File: config.mk
export PLATFORM = sky130hd
export DESIGN_NAME = sql_subset_tokenizer
export DESIGN_NICKNAME = d
export VERILOG_FILES = /design/src/rtl/sqltok_pkg.sv /design/src/rtl/sql_subset_tokenizer.sv
export SDC_FILE = /design/constraint.sdc
export NUM_CORES = 2
export LEC_CHECK = 0
export ABC_CLOCK_PERIOD_IN_PS = 7450
export BUFFER_PORTS_ARGS = -buffer_cell sky130_fd_sc_hd__buf_4
export CAP_MARGIN = 20
export CORE_ASPECT_RATIO = 0.75
export CORE_MARGIN = 4
export CORE_UTILIZATION = 53
export DETAILED_ROUTE_END_ITERATION = 10
export HOLD_SLACK_MARGIN = 0.1
export PLACE_DENSITY = 0.69
export SLEW_MARGIN = 20
export SYNTH_ARGS = -nofsm -noshare
export SYNTH_HDL_FRONTEND = slang
export SYNTH_SLANG_ARGS = --single-unit
File: constraint.sdc
create_clock -name clk -period 7.45 [get_ports clk]
set_input_delay 0.3725 -clock clk [delete_from_list [all_inputs] [get_ports clk]]
set_output_delay 0.3725 -clock clk [all_outputs]
set_load 0.03 [all_outputs]
File: src/rtl/sqltok_pkg.sv
// Package for the SQL subset tokenizer: types, token codes, keyword table and helpers.
`timescale 1ns / 1ps
`default_nettype none

package sqltok_pkg;

  localparam int TEXT_LIMIT_DEF = 65536;

  // result queue sizing
  localparam int MAX_RES  = 3;
  localparam int FQ_DEPTH = 4;
  localparam int FQ_PTR_W = $clog2(FQ_DEPTH);
  localparam int FQ_CNT_W = $clog2(FQ_DEPTH + 1);

  localparam logic [30:0] INT_MAX = 31'h7FFF_FFFF;
  localparam logic [15:0] SAT16   = 16'hFFFF;

  // token kinds
  localparam logic [4:0] KIND_LPAREN   = 5'd0;
  localparam logic [4:0] KIND_RPAREN   = 5'd1;
  localparam logic [4:0] KIND_COMMA    = 5'd2;
  localparam logic [4:0] KIND_SEMI     = 5'd3;
  localparam logic [4:0] KIND_EQ       = 5'd4;
  localparam logic [4:0] KIND_LT       = 5'd5;
  localparam logic [4:0] KIND_GT       = 5'd6;
  localparam logic [4:0] KIND_STAR     = 5'd7;
  localparam logic [4:0] KIND_STRING   = 5'd8;
  localparam logic [4:0] KIND_INTEGER  = 5'd9;
  localparam logic [4:0] KIND_IDENT    = 5'd10;
  localparam logic [4:0] KIND_KW_FIRST = 5'd11;
  localparam logic [4:0] KIND_INVALID  = 5'd28;
  localparam logic [4:0] KIND_END      = 5'd29;

  localparam int KW_COUNT = 17;

  // error codes
  localparam logic [1:0] ERR_NONE   = 2'd0;
  localparam logic [1:0] ERR_CHAR   = 2'd1;
  localparam logic [1:0] ERR_STRING = 2'd2;

  typedef enum logic [2:0] {
    MODE_IDLE,
    MODE_IDENT,
    MODE_NUMBER,
    MODE_STRING,
    MODE_DEAD
  } mode_t;

  typedef struct packed {
    logic [7:0] ch;
    logic       end_of_text;
  } in_req_t;

  typedef struct packed {
    logic [4:0]  kind;
    logic [15:0] line;
    logic [15:0] column;
    logic [15:0] start_res;
    logic [15:0] length;
    logic [30:0] num_value;
    logic [1:0]  error_code;
    logic [7:0]  bad_char;
    logic        last_of_run;
  } out_req_t;

  // keyword text, right aligned: first character sits in the highest used byte
  function automatic logic [63:0] kw_text(input logic [4:0] idx);
    logic [63:0] txt;
    case (idx)
      5'd0:    txt = 64'("CREATE");
      5'd1:    txt = 64'("DATABASE");
      5'd2:    txt = 64'("DROP");
      5'd3:    txt = 64'("USE");
      5'd4:    txt = 64'("TABLE");
      5'd5:    txt = 64'("SELECT");
      5'd6:    txt = 64'("FROM");
      5'd7:    txt = 64'("WHERE");
      5'd8:    txt = 64'("DELETE");
      5'd9:    txt = 64'("INSERT");
      5'd10:   txt = 64'("INTO");
      5'd11:   txt = 64'("VALUES");
      5'd12:   txt = 64'("UPDATE");
      5'd13:   txt = 64'("SET");
      5'd14:   txt = 64'("PRIMARY");
      5'd15:   txt = 64'("INT");
      5'd16:   txt = 64'("STRING");
      default: txt = '0;
    endcase
    return txt;
  endfunction

  function automatic int kw_len(input logic [4:0] idx);
    int len;
    case (idx)
      5'd0, 5'd5, 5'd8, 5'd9, 5'd11, 5'd12, 5'd16: len = 6;
      5'd1:                                        len = 8;
      5'd2, 5'd6, 5'd10:                           len = 4;
      5'd3, 5'd13, 5'd15:                          len = 3;
      5'd4, 5'd7:                                  len = 5;
      5'd14:                                       len = 7;
      default:                                     len = 0;
    endcase
    return len;
  endfunction

  function automatic logic [7:0] to_upper(input logic [7:0] c);
    return (c inside {[8'h61:8'h7A]}) ? c - 8'h20 : c;
  endfunction

  // identifier or keyword kind for a buffered word
  function automatic logic [4:0] word_kind(input logic [7:0][7:0] chars,
                                           input logic [15:0] len);
    logic [4:0]  kind;
    logic        hit;
    logic [63:0] txt;
    int          kl;
    kind = KIND_IDENT;
    if (len <= 16'd8) begin
      for (int i = 0; i < KW_COUNT; i++) begin
        txt = kw_text(5'(i));
        kl  = kw_len(5'(i));
        hit = (len == 16'(kl));
        for (int j = 0; j < 8; j++) begin
          if (j < kl && to_upper(chars[j]) != txt[8*(kl-1-j) +: 8]) begin
            hit = 1'b0;
          end
        end
        if (hit) begin
          kind = KIND_KW_FIRST + 5'(i);
        end
      end
    end
    return kind;
  endfunction

  function automatic out_req_t mk_res(input logic [4:0] kind, input logic [15:0] line,
                                      input logic [15:0] col, input logic [15:0] start,
                                      input logic [15:0] len, input logic [30:0] val,
                                      input logic [1:0] err, input logic [7:0] bad);
    out_req_t r;
    r.kind        = kind;
    r.line        = line;
    r.column      = col;
    r.start_res   = start;
    r.length      = len;
    r.num_value   = val;
    r.error_code  = err;
    r.bad_char    = bad;
    r.last_of_run = 1'b0;
    return r;
  endfunction

endpackage

`default_nettype wire

File: src/rtl/sql_subset_tokenizer.sv
// Top level of the SQL subset tokenizer: input register, lexer step logic, result queue.
//
//  channel | ports                        | direction | payload
//  --------+------------------------------+-----------+-------------------------------
//  in      | in_valid, in_stall, in_data  | to block  | one query byte or end marker
//  out     | out_valid, out_stall, out_data | from block | one token per request
//
// One item per cycle when each item yields at most one token and out_stall stays low; an item that
// yields several tokens writes them all at once into the 4-entry result queue, which absorbs the burst.
// An accepted item passes the input register and then the result queue on its way to the output.
// Input is taken while the input register is empty or the queue has room for a full burst of three tokens.
// Reset is synchronous, active low; no clearing pass, the block is ready right after it.
// out_stall backs up only the queue; in_stall never depends on out_stall combinationally.
`timescale 1ns / 1ps
`default_nettype none

module sql_subset_tokenizer #(
  parameter int TEXT_LIMIT = sqltok_pkg::TEXT_LIMIT_DEF
) (
  input  wire                  clk,
  input  wire                  rst_n,
  input  wire                  in_valid,
  output logic                 in_stall,
  input  sqltok_pkg::in_req_t  in_data,
  output logic                 out_valid,
  input  wire                  out_stall,
  output sqltok_pkg::out_req_t out_data
);
  import sqltok_pkg::*;

  localparam int          OffMaxI = (TEXT_LIMIT - 1 < 65535) ? TEXT_LIMIT - 1 : 65535;
  localparam logic [15:0] OFF_MAX = 16'(OffMaxI);

  // input register
  logic    s0_vld_r;
  in_req_t s0_r;

  // lexer state
  mode_t           mode_r, mode_nxt;
  logic [15:0]     line_r, line_nxt;
  logic [15:0]     col_r, col_nxt;
  logic [15:0]     off_r, off_nxt;
  logic [15:0]     tok_start_r, tok_start_nxt;
  logic [15:0]     tok_col_r, tok_col_nxt;
  logic [15:0]     tok_len_r, tok_len_nxt;
  logic [30:0]     acc_r, acc_nxt;
  logic [7:0][7:0] wc_r;
  logic            wc_we;
  logic [2:0]      wc_idx;

  // result queue
  out_req_t              fifo_r [FQ_DEPTH];
  logic [FQ_PTR_W-1:0]   wr_ptr_r, rd_ptr_r;
  logic [FQ_CNT_W-1:0]   cnt_r;
  logic                  room, fire, pop;

  // step logic
  logic [7:0]  ch;
  logic        is_digit, is_alpha, pend, do_flush, flush_vld;
  logic [15:0] col_adv, off_adv, len_inc;
  logic [34:0] prod;
  logic [3:0]  digit;
  out_req_t    pend_rec, end_rec, t0, t1;
  logic [1:0]  tn, n_res;
  out_req_t    rec [MAX_RES];

  assign room     = cnt_r <= FQ_CNT_W'(FQ_DEPTH - MAX_RES);
  assign fire     = s0_vld_r && room;
  assign in_stall = s0_vld_r && !room;
  assign pop      = out_valid && !out_stall;

  always_ff @(posedge clk) begin
    if (!rst_n) begin
      s0_vld_r <= 1'b0;
    end else if (!in_stall) begin
      s0_vld_r <= in_valid;
    end
  end

  always_ff @(posedge clk) begin
    if (!in_stall && in_valid) begin
      s0_r <= in_data;
    end
  end

  assign ch       = s0_r.ch;
  assign is_digit = ch inside {[8'h30:8'h39]};
  assign is_alpha = (ch inside {[8'h41:8'h5A], [8'h61:8'h7A]}) || ch == 8'h5F;
  assign col_adv  = (col_r < SAT16) ? col_r + 16'd1 : col_r;
  assign off_adv  = (off_r < OFF_MAX) ? off_r + 16'd1 : off_r;
  assign len_inc  = (tok_len_r < SAT16) ? tok_len_r + 16'd1 : tok_len_r;
  assign digit    = 4'(ch - 8'h30);
  assign prod     = {4'd0, acc_r} * 35'd10 + 35'(digit);
  assign pend     = mode_r == MODE_IDENT || mode_r == MODE_NUMBER;

  always_comb begin
    if (mode_r == MODE_NUMBER) begin
      pend_rec = mk_res(KIND_INTEGER, line_r, tok_col_r, tok_start_r, tok_len_r, acc_r,
                        ERR_NONE, 8'd0);
    end else begin
      pend_rec = mk_res(word_kind(wc_r, tok_len_r), line_r, tok_col_r, tok_start_r,
                        tok_len_r, 31'd0, ERR_NONE, 8'd0);
    end
  end

  assign end_rec = mk_res(KIND_END, line_r, col_r, off_r, 16'd0, 31'd0, ERR_NONE, 8'd0);

  always_comb begin
    mode_nxt      = mode_r;
    line_nxt      = line_r;
    col_nxt       = col_r;
    off_nxt       = off_r;
    tok_start_nxt = tok_start_r;
    tok_col_nxt   = tok_col_r;
    tok_len_nxt   = tok_len_r;
    acc_nxt       = acc_r;
    wc_we         = 1'b0;
    wc_idx        = tok_len_r[2:0];
    do_flush      = 1'b0;
    t0            = '0;
    t1            = '0;
    tn            = 2'd0;
    if (s0_r.end_of_text) begin
      if (mode_r == MODE_STRING) begin
        t0 = mk_res(KIND_INVALID, line_r, tok_col_r, tok_start_r, 16'd0, 31'd0,
                    ERR_STRING, 8'd0);
        t1 = end_rec;
        tn = 2'd2;
      end else if (mode_r != MODE_DEAD) begin
        do_flush = 1'b1;
        t0       = end_rec;
        tn       = 2'd1;
      end
      // re-arm for the next query
      mode_nxt      = MODE_IDLE;
      line_nxt      = 16'd1;
      col_nxt       = 16'd1;
      off_nxt       = 16'd0;
      tok_start_nxt = 16'd0;
      tok_col_nxt   = 16'd1;
      tok_len_nxt   = 16'd0;
      acc_nxt       = 31'd0;
    end else if (mode_r == MODE_DEAD) begin
      mode_nxt = MODE_DEAD;
    end else if (mode_r == MODE_STRING) begin
      if (ch == 8'h22) begin
        t0       = mk_res(KIND_STRING, line_r, tok_col_r, tok_start_r, tok_len_r, 31'd0,
                          ERR_NONE, 8'd0);
        tn       = 2'd1;
        mode_nxt = MODE_IDLE;
      end else begin
        tok_len_nxt = len_inc;
      end
      col_nxt = col_adv;
      off_nxt = off_adv;
    end else if (mode_r == MODE_IDENT && (is_alpha || is_digit)) begin
      wc_we       = tok_len_r < 16'd8;
      tok_len_nxt = len_inc;
      col_nxt     = col_adv;
      off_nxt     = off_adv;
    end else if (mode_r == MODE_NUMBER && is_digit) begin
      acc_nxt     = (prod > 35'(INT_MAX)) ? INT_MAX : prod[30:0];
      tok_len_nxt = len_inc;
      col_nxt     = col_adv;
      off_nxt     = off_adv;
    end else begin
      do_flush = 1'b1;
      mode_nxt = MODE_IDLE;
      case (ch)
        8'h20, 8'h09, 8'h0D: begin
          col_nxt = col_adv;
          off_nxt = off_adv;
        end
        8'h0A: begin
          line_nxt = (line_r < SAT16) ? line_r + 16'd1 : line_r;
          col_nxt  = 16'd1;
          off_nxt  = off_adv;
        end
        8'h28, 8'h29, 8'h2C, 8'h3B, 8'h3D, 8'h3C, 8'h3E, 8'h2A: begin
          t0 = mk_res(KIND_STAR, line_r, col_r, off_r, 16'd1, 31'd0, ERR_NONE, 8'd0);
          case (ch)
            8'h28:   t0.kind = KIND_LPAREN;
            8'h29:   t0.kind = KIND_RPAREN;
            8'h2C:   t0.kind = KIND_COMMA;
            8'h3B:   t0.kind = KIND_SEMI;
            8'h3D:   t0.kind = KIND_EQ;
            8'h3C:   t0.kind = KIND_LT;
            8'h3E:   t0.kind = KIND_GT;
            default: t0.kind = KIND_STAR;
          endcase
          tn      = 2'd1;
          col_nxt = col_adv;
          off_nxt = off_adv;
        end
        8'h22: begin
          // string content starts after the quote
          tok_col_nxt   = col_r;
          tok_start_nxt = off_adv;
          tok_len_nxt   = 16'd0;
          mode_nxt      = MODE_STRING;
          col_nxt       = col_adv;
          off_nxt       = off_adv;
        end
        default: begin
          if (is_digit || is_alpha) begin
            tok_col_nxt   = col_r;
            tok_start_nxt = off_r;
            tok_len_nxt   = 16'd1;
            col_nxt       = col_adv;
            off_nxt       = off_adv;
            if (is_digit) begin
              acc_nxt  = 31'(digit);
              mode_nxt = MODE_NUMBER;
            end else begin
              wc_we    = 1'b1;
              wc_idx   = 3'd0;
              mode_nxt = MODE_IDENT;
            end
          end else begin
            t0       = mk_res(KIND_INVALID, line_r, col_r, off_r, 16'd0, 31'd0,
                              ERR_CHAR, ch);
            t1       = end_rec;
            tn       = 2'd2;
            mode_nxt = MODE_DEAD;
          end
        end
      endcase
    end
  end

  assign flush_vld = do_flush && pend;
  assign n_res     = tn + {1'b0, flush_vld};

  always_comb begin
    rec[0] = flush_vld ? pend_rec : t0;
    rec[1] = flush_vld ? t0 : t1;
    rec[2] = t1;
    for (int i = 0; i < MAX_RES; i++) begin
      rec[i].last_of_run = (2'(i) == n_res - 2'd1);
    end
  end

  always_ff @(posedge clk) begin
    if (!rst_n) begin
      mode_r      <= MODE_IDLE;
      line_r      <= 16'd1;
      col_r       <= 16'd1;
      off_r       <= 16'd0;
      tok_start_r <= 16'd0;
      tok_col_r   <= 16'd1;
      tok_len_r   <= 16'd0;
      acc_r       <= 31'd0;
    end else if (fire) begin
      mode_r      <= mode_nxt;
      line_r      <= line_nxt;
      col_r       <= col_nxt;
      off_r       <= off_nxt;
      tok_start_r <= tok_start_nxt;
      tok_col_r   <= tok_col_nxt;
      tok_len_r   <= tok_len_nxt;
      acc_r       <= acc_nxt;
    end
  end

  // word buffer: first eight bytes of the current identifier
  always_ff @(posedge clk) begin
    if (fire && wc_we) begin
      wc_r[wc_idx] <= ch;
    end
  end

  always_ff @(posedge clk) begin
    if (fire) begin
      for (int i = 0; i < MAX_RES; i++) begin
        if (2'(i) < n_res) begin
          fifo_r[wr_ptr_r + FQ_PTR_W'(i)] <= rec[i];
        end
      end
    end
  end

  always_ff @(posedge clk) begin
    if (!rst_n) begin
      wr_ptr_r <= '0;
      rd_ptr_r <= '0;
      cnt_r    <= '0;
    end else begin
      if (fire) begin
        wr_ptr_r <= wr_ptr_r + FQ_PTR_W'(n_res);
      end
      if (pop) begin
        rd_ptr_r <= rd_ptr_r + FQ_PTR_W'(1);
      end
      cnt_r <= cnt_r + (fire ? FQ_CNT_W'(n_res) : FQ_CNT_W'(0)) - FQ_CNT_W'(pop);
    end
  end

  assign out_valid = cnt_r != '0;
  assign out_data  = fifo_r[rd_ptr_r];

  // checks
  a_cnt_bound: assert property (@(posedge clk) disable iff (!rst_n)
    cnt_r <= FQ_CNT_W'(FQ_DEPTH))
    else $error("result queue overflow");

  a_rearm: assert property (@(posedge clk) disable iff (!rst_n)
    fire && s0_r.end_of_text |=> mode_r == MODE_IDLE && line_r == 16'd1 &&
                                 col_r == 16'd1 && off_r == 16'd0)
    else $error("position not re-armed after end of text");

  a_dead_quiet: assert property (@(posedge clk) disable iff (!rst_n)
    fire && mode_r == MODE_DEAD && !s0_r.end_of_text |-> n_res == 2'd0)
    else $error("token emitted while discarding text");

  a_end_last: assert property (@(posedge clk) disable iff (!rst_n)
    out_valid && out_data.kind == KIND_END |-> out_data.last_of_run)
    else $error("end token not marked last of run");

  a_stall_src: assert property (@(posedge clk) disable iff (!rst_n)
    in_stall |-> s0_vld_r && cnt_r > FQ_CNT_W'(FQ_DEPTH - MAX_RES))
    else $error("input stalled without a held request");

endmodule

`default_nettype wire
==> impl_metrics.toml <==
[route]
top_layer_used = "met5"
ant_nets = 0
wl_met1_mm = 44.9
drt-initial-drc-count = 4025
drc = 0
wl_per_cell_um = 24.5
via_count = 29800
first_pass_iters = 7
wl_met3_mm = 12.4
route.met2.wl_mm = 48.8
wirelength_mm = 109
drt-vias-per-instance = 6.72

[finish]
nFillCells = 5234
fin_nets = 3617
area_growth_pct = 11.4
drive_above_1_share_pct = 13.0
antenna_cells = 0
multiInputGateArea_um2 = 17200
regArea_um2 = 16000

[yosys]
async_flop_share_pct = 0
synth-compound-area-share_pct = 17.4
ys_seq_area_share_pct = 46.5
synth_fa_ha_area_share_pct = 3.12
ys_ff_latch = 657
avgSynthCellArea_um2 = 9.70
synth_edf_count = 285
synth.area.mux_share_pct = 7.71
yosysUniqueCellTypes = 89
synth_cells = 3551
synth-simple-area-share_pct = 19.3
syn_nets = 3648
yosys_warnings = 0
synth_top_family_by_area = "simple AND/OR/NAND/NOR gates"
ys.flop_type = "dfxtp_1"
synth-xor-area-share_pct = 2.16
synth_area_um2 = 34400

[pwr]
vdd_drop_max_mv = 0.187
leakage_nw = 13.0
power_density_nw_per_um2 = 253

[floorplanning]
die_h_um = 229
die_area_um2 = 69200
rows = 80
initial_core_util_pct = 53.8
die_w_um = 302
io_pins = 126
core_um2 = 64000

[setup_path]
rr_startpoint = "ch[5]"
end_kind = "flop"
reg2regPathDepth = 17
regToRegSetupSlack_ns = 1.39
cp-start-kind = "flop"
worstSetupPathType = "flop to flop"
crit_arrival_ns = 6.34
worstPathMaxFanout = 53
required_ns = 7.72
r2r-end = "fifo_r[0][63]"

[sta]
skew_ns = 0.0300
grt_setup_unrepaired = "no"
relSlewSlack_pct = 19.4
holdWs_ns = 0.232
setup_violations = 0
setup_tns_ns = 0
layout_min_cycle_time_ns = 6.06
fmax_mhz = 165
fin_crit_sh_pct = 81.4
slew_violations = 0
tightest_slew_ns = 1.21
hold_viol = 0

[cts]
post-cts-setup-buffers = 0
cts_buffer_depth = 3
htree_levels = 3
clock_latency_ns = 0.63
cts_root_buffer = "clkbuf_16"
cts_tree = "done"
numCtsBuffers = 66
clk_pin_slew_ns = 0.06
clock-sinks = 657

[global_routing]
grt_antenna_before_repair = 3
grt_overflow = 0
grt_usage_pct = 30.7
grt_pass1_vias = 29000
grt_max_degree = 101
grt_pass1_wl_mm = 168

[status]
status = "completed"

[place]
routabilityCongestion = 0.952
hpwlAfterDp_mm = 71.6
port_buffers = 125

[worst_hold_path]
min_path_type = "input pin to flop"
holdCritStartpoint = "out_stall"
whs_path_depth = 4

[run]
maxCapViolCount = 0
[kinds of logic (layout without fill, tap and decap cells)]
| group | after synthesis | in the layout |
|---|---|---|
| AO/OA/AOI/OAI | 895 | 895 |
| buffers and inverters | 348 | 371 |
| flip-flops | 657 | 657 |
| multiplexers | 126 | 126 |
| AND/OR/NAND/NOR | 1356 | 1356 |
| adder cells (fa/ha/maj) | 84 | 84 |
| XOR/XNOR | 85 | 85 |
[area by class of cell]
class                           instances  area share, %
Timing Repair Buffer                  197           4.06
Clock inverter                         37           1.24
Inverter                               52          0.509
Clock buffer                           85           4.78
Multi-Input combinational cell       2546           44.9
Tap cell                              861           2.81
Sequential cell                       657           41.7
[cells in the final DEF, fill, tap and decap left out, types with 26 or more instances in the layout]
cell type | Yosys | layout
a21oi_1 | 327 | 327
a22oi_1 | 57 | 57
a32o_1 | 47 | 47
a32oi_1 | 37 | 37
and2_1 | 34 | 34
and3_1 | 28 | 28
buf_4 | 0 | 181
clkbuf_16 | 0 | 67
dfxtp_1 | 372 | 370
edfxtp_1 | 285 | 285
ha_1 | 81 | 81
inv_1 | 52 | 48
mux4_2 | 111 | 111
nand2_1 | 402 | 399
nand3_1 | 231 | 229
nand4_1 | 41 | 41
nor2_1 | 274 | 269
nor2b_1 | 127 | 126
nor3_1 | 58 | 51
nor3b_1 | 26 | 26
o21ai_0 | 95 | 90
o21ai_1 | 40 | 41
o221ai_1 | 77 | 77
xnor2_1 | 45 | 45
xor2_1 | 40 | 40
[what timing repair did]
item	4_1_cts	5_1_grt
endpoints found under the setup margin	0	0
hold buffers	11	0
gates resized for setup	0	0
endpoints found under the hold margin	12	0
[registers in the layout, indices dropped and copies added, names as in the netlist, named ones only]
register and count:
col_r 16, rd_ptr_r 2, acc_r 31, s0_r 1
wc_r 64, wr_ptr_r 2, line_r 16, tok_start_r 16
off_r 16, fifo_r 444, cnt_r 3, tok_len_r 16
mode_r 3, tok_col_r 16, s0_vld_r 1, ch 8
[Yosys cell counts (52+ instances only)]
cell | n | area (µm²)
nor2_1 | 274 | 1030
clkbuf_1 | 227 | 852
inv_1 | 52 | 195
nor2b_1 | 127 | 795
nand2_1 | 402 | 1510
o21ai_0 | 95 | 475
ha_1 | 81 | 1010
dfxtp_1 | 372 | 7450
nand3_1 | 231 | 1160
o221ai_1 | 77 | 674
buf_1 | 54 | 203
mux4_2 | 111 | 2500
a22oi_1 | 57 | 428
nor3_1 | 58 | 290
edfxtp_1 | 285 | 8560
a21oi_1 | 327 | 1640
[per-stage QoR]
stage               utilization [%]  instances  power (mW)  area, µm²  worst slack [ns]
CTS                            60.0       4435        9.75      38400              1.54
finish                         60.0       4435        9.73      38400              1.39
global placement               56.2       4302        6.21      35900              1.87
floorplan                         -       3551        5.49      34400              1.50
global route                   60.0       4435        10.0      38400             0.953
detailed placement             56.2       4302        6.25      35900              1.59
[where the power goes]
group | total, mW | internal [mW] | leakage [nW] | switching [mW]
clock network | 3.54 | 2.05 | 1.14 | 1.49
logic | 2.05 | 0.722 | 6.29 | 1.33
registers | 4.14 | 3.97 | 5.61 | 0.175
[worst max path at each step]
stage | slack [ns] | cells past startpoint | to | from
floorplan | 1.50 | 17 | fifo_r[2][0] | ch[7]
global route | 0.95 | 16 | fifo_r[2][1] | ch[5]
global placement | 1.87 | 17 | fifo_r[0][96] | ch[5]
CTS | 1.54 | 16 | fifo_r[2][4] | ch[5]
finish | 1.39 | 17 | fifo_r[0][63] | ch[5]
detailed placement | 1.59 | 16 | fifo_r[2][4] | ch[5]
[worst max-delay path: stages (launching register included)]
cell and delay, ns:
edfxtp_1 0.66, nor3b_1 0.52, and3_1 0.41, a21oi_1 0.15, o21ai_0 0.49, and2_0 0.21
buf_4 0.21, inv_2 0.05, ha_1 0.19, o21ai_1 0.11, and3_1 0.45, nand3_1 0.52
buf_4 0.41, nand2_1 0.09, buf_4 0.54, nor2_1 0.23, inv_2 0.12, buf_12 0.33
[routing by layer]
metal  track usage [%]  up-vias
li1                  -    13300
met1              43.4    14500
met2              47.5     1753
met3              7.23      236
met4              8.70        6
met5                 0        -
Power figures use the tool's default switching activity.
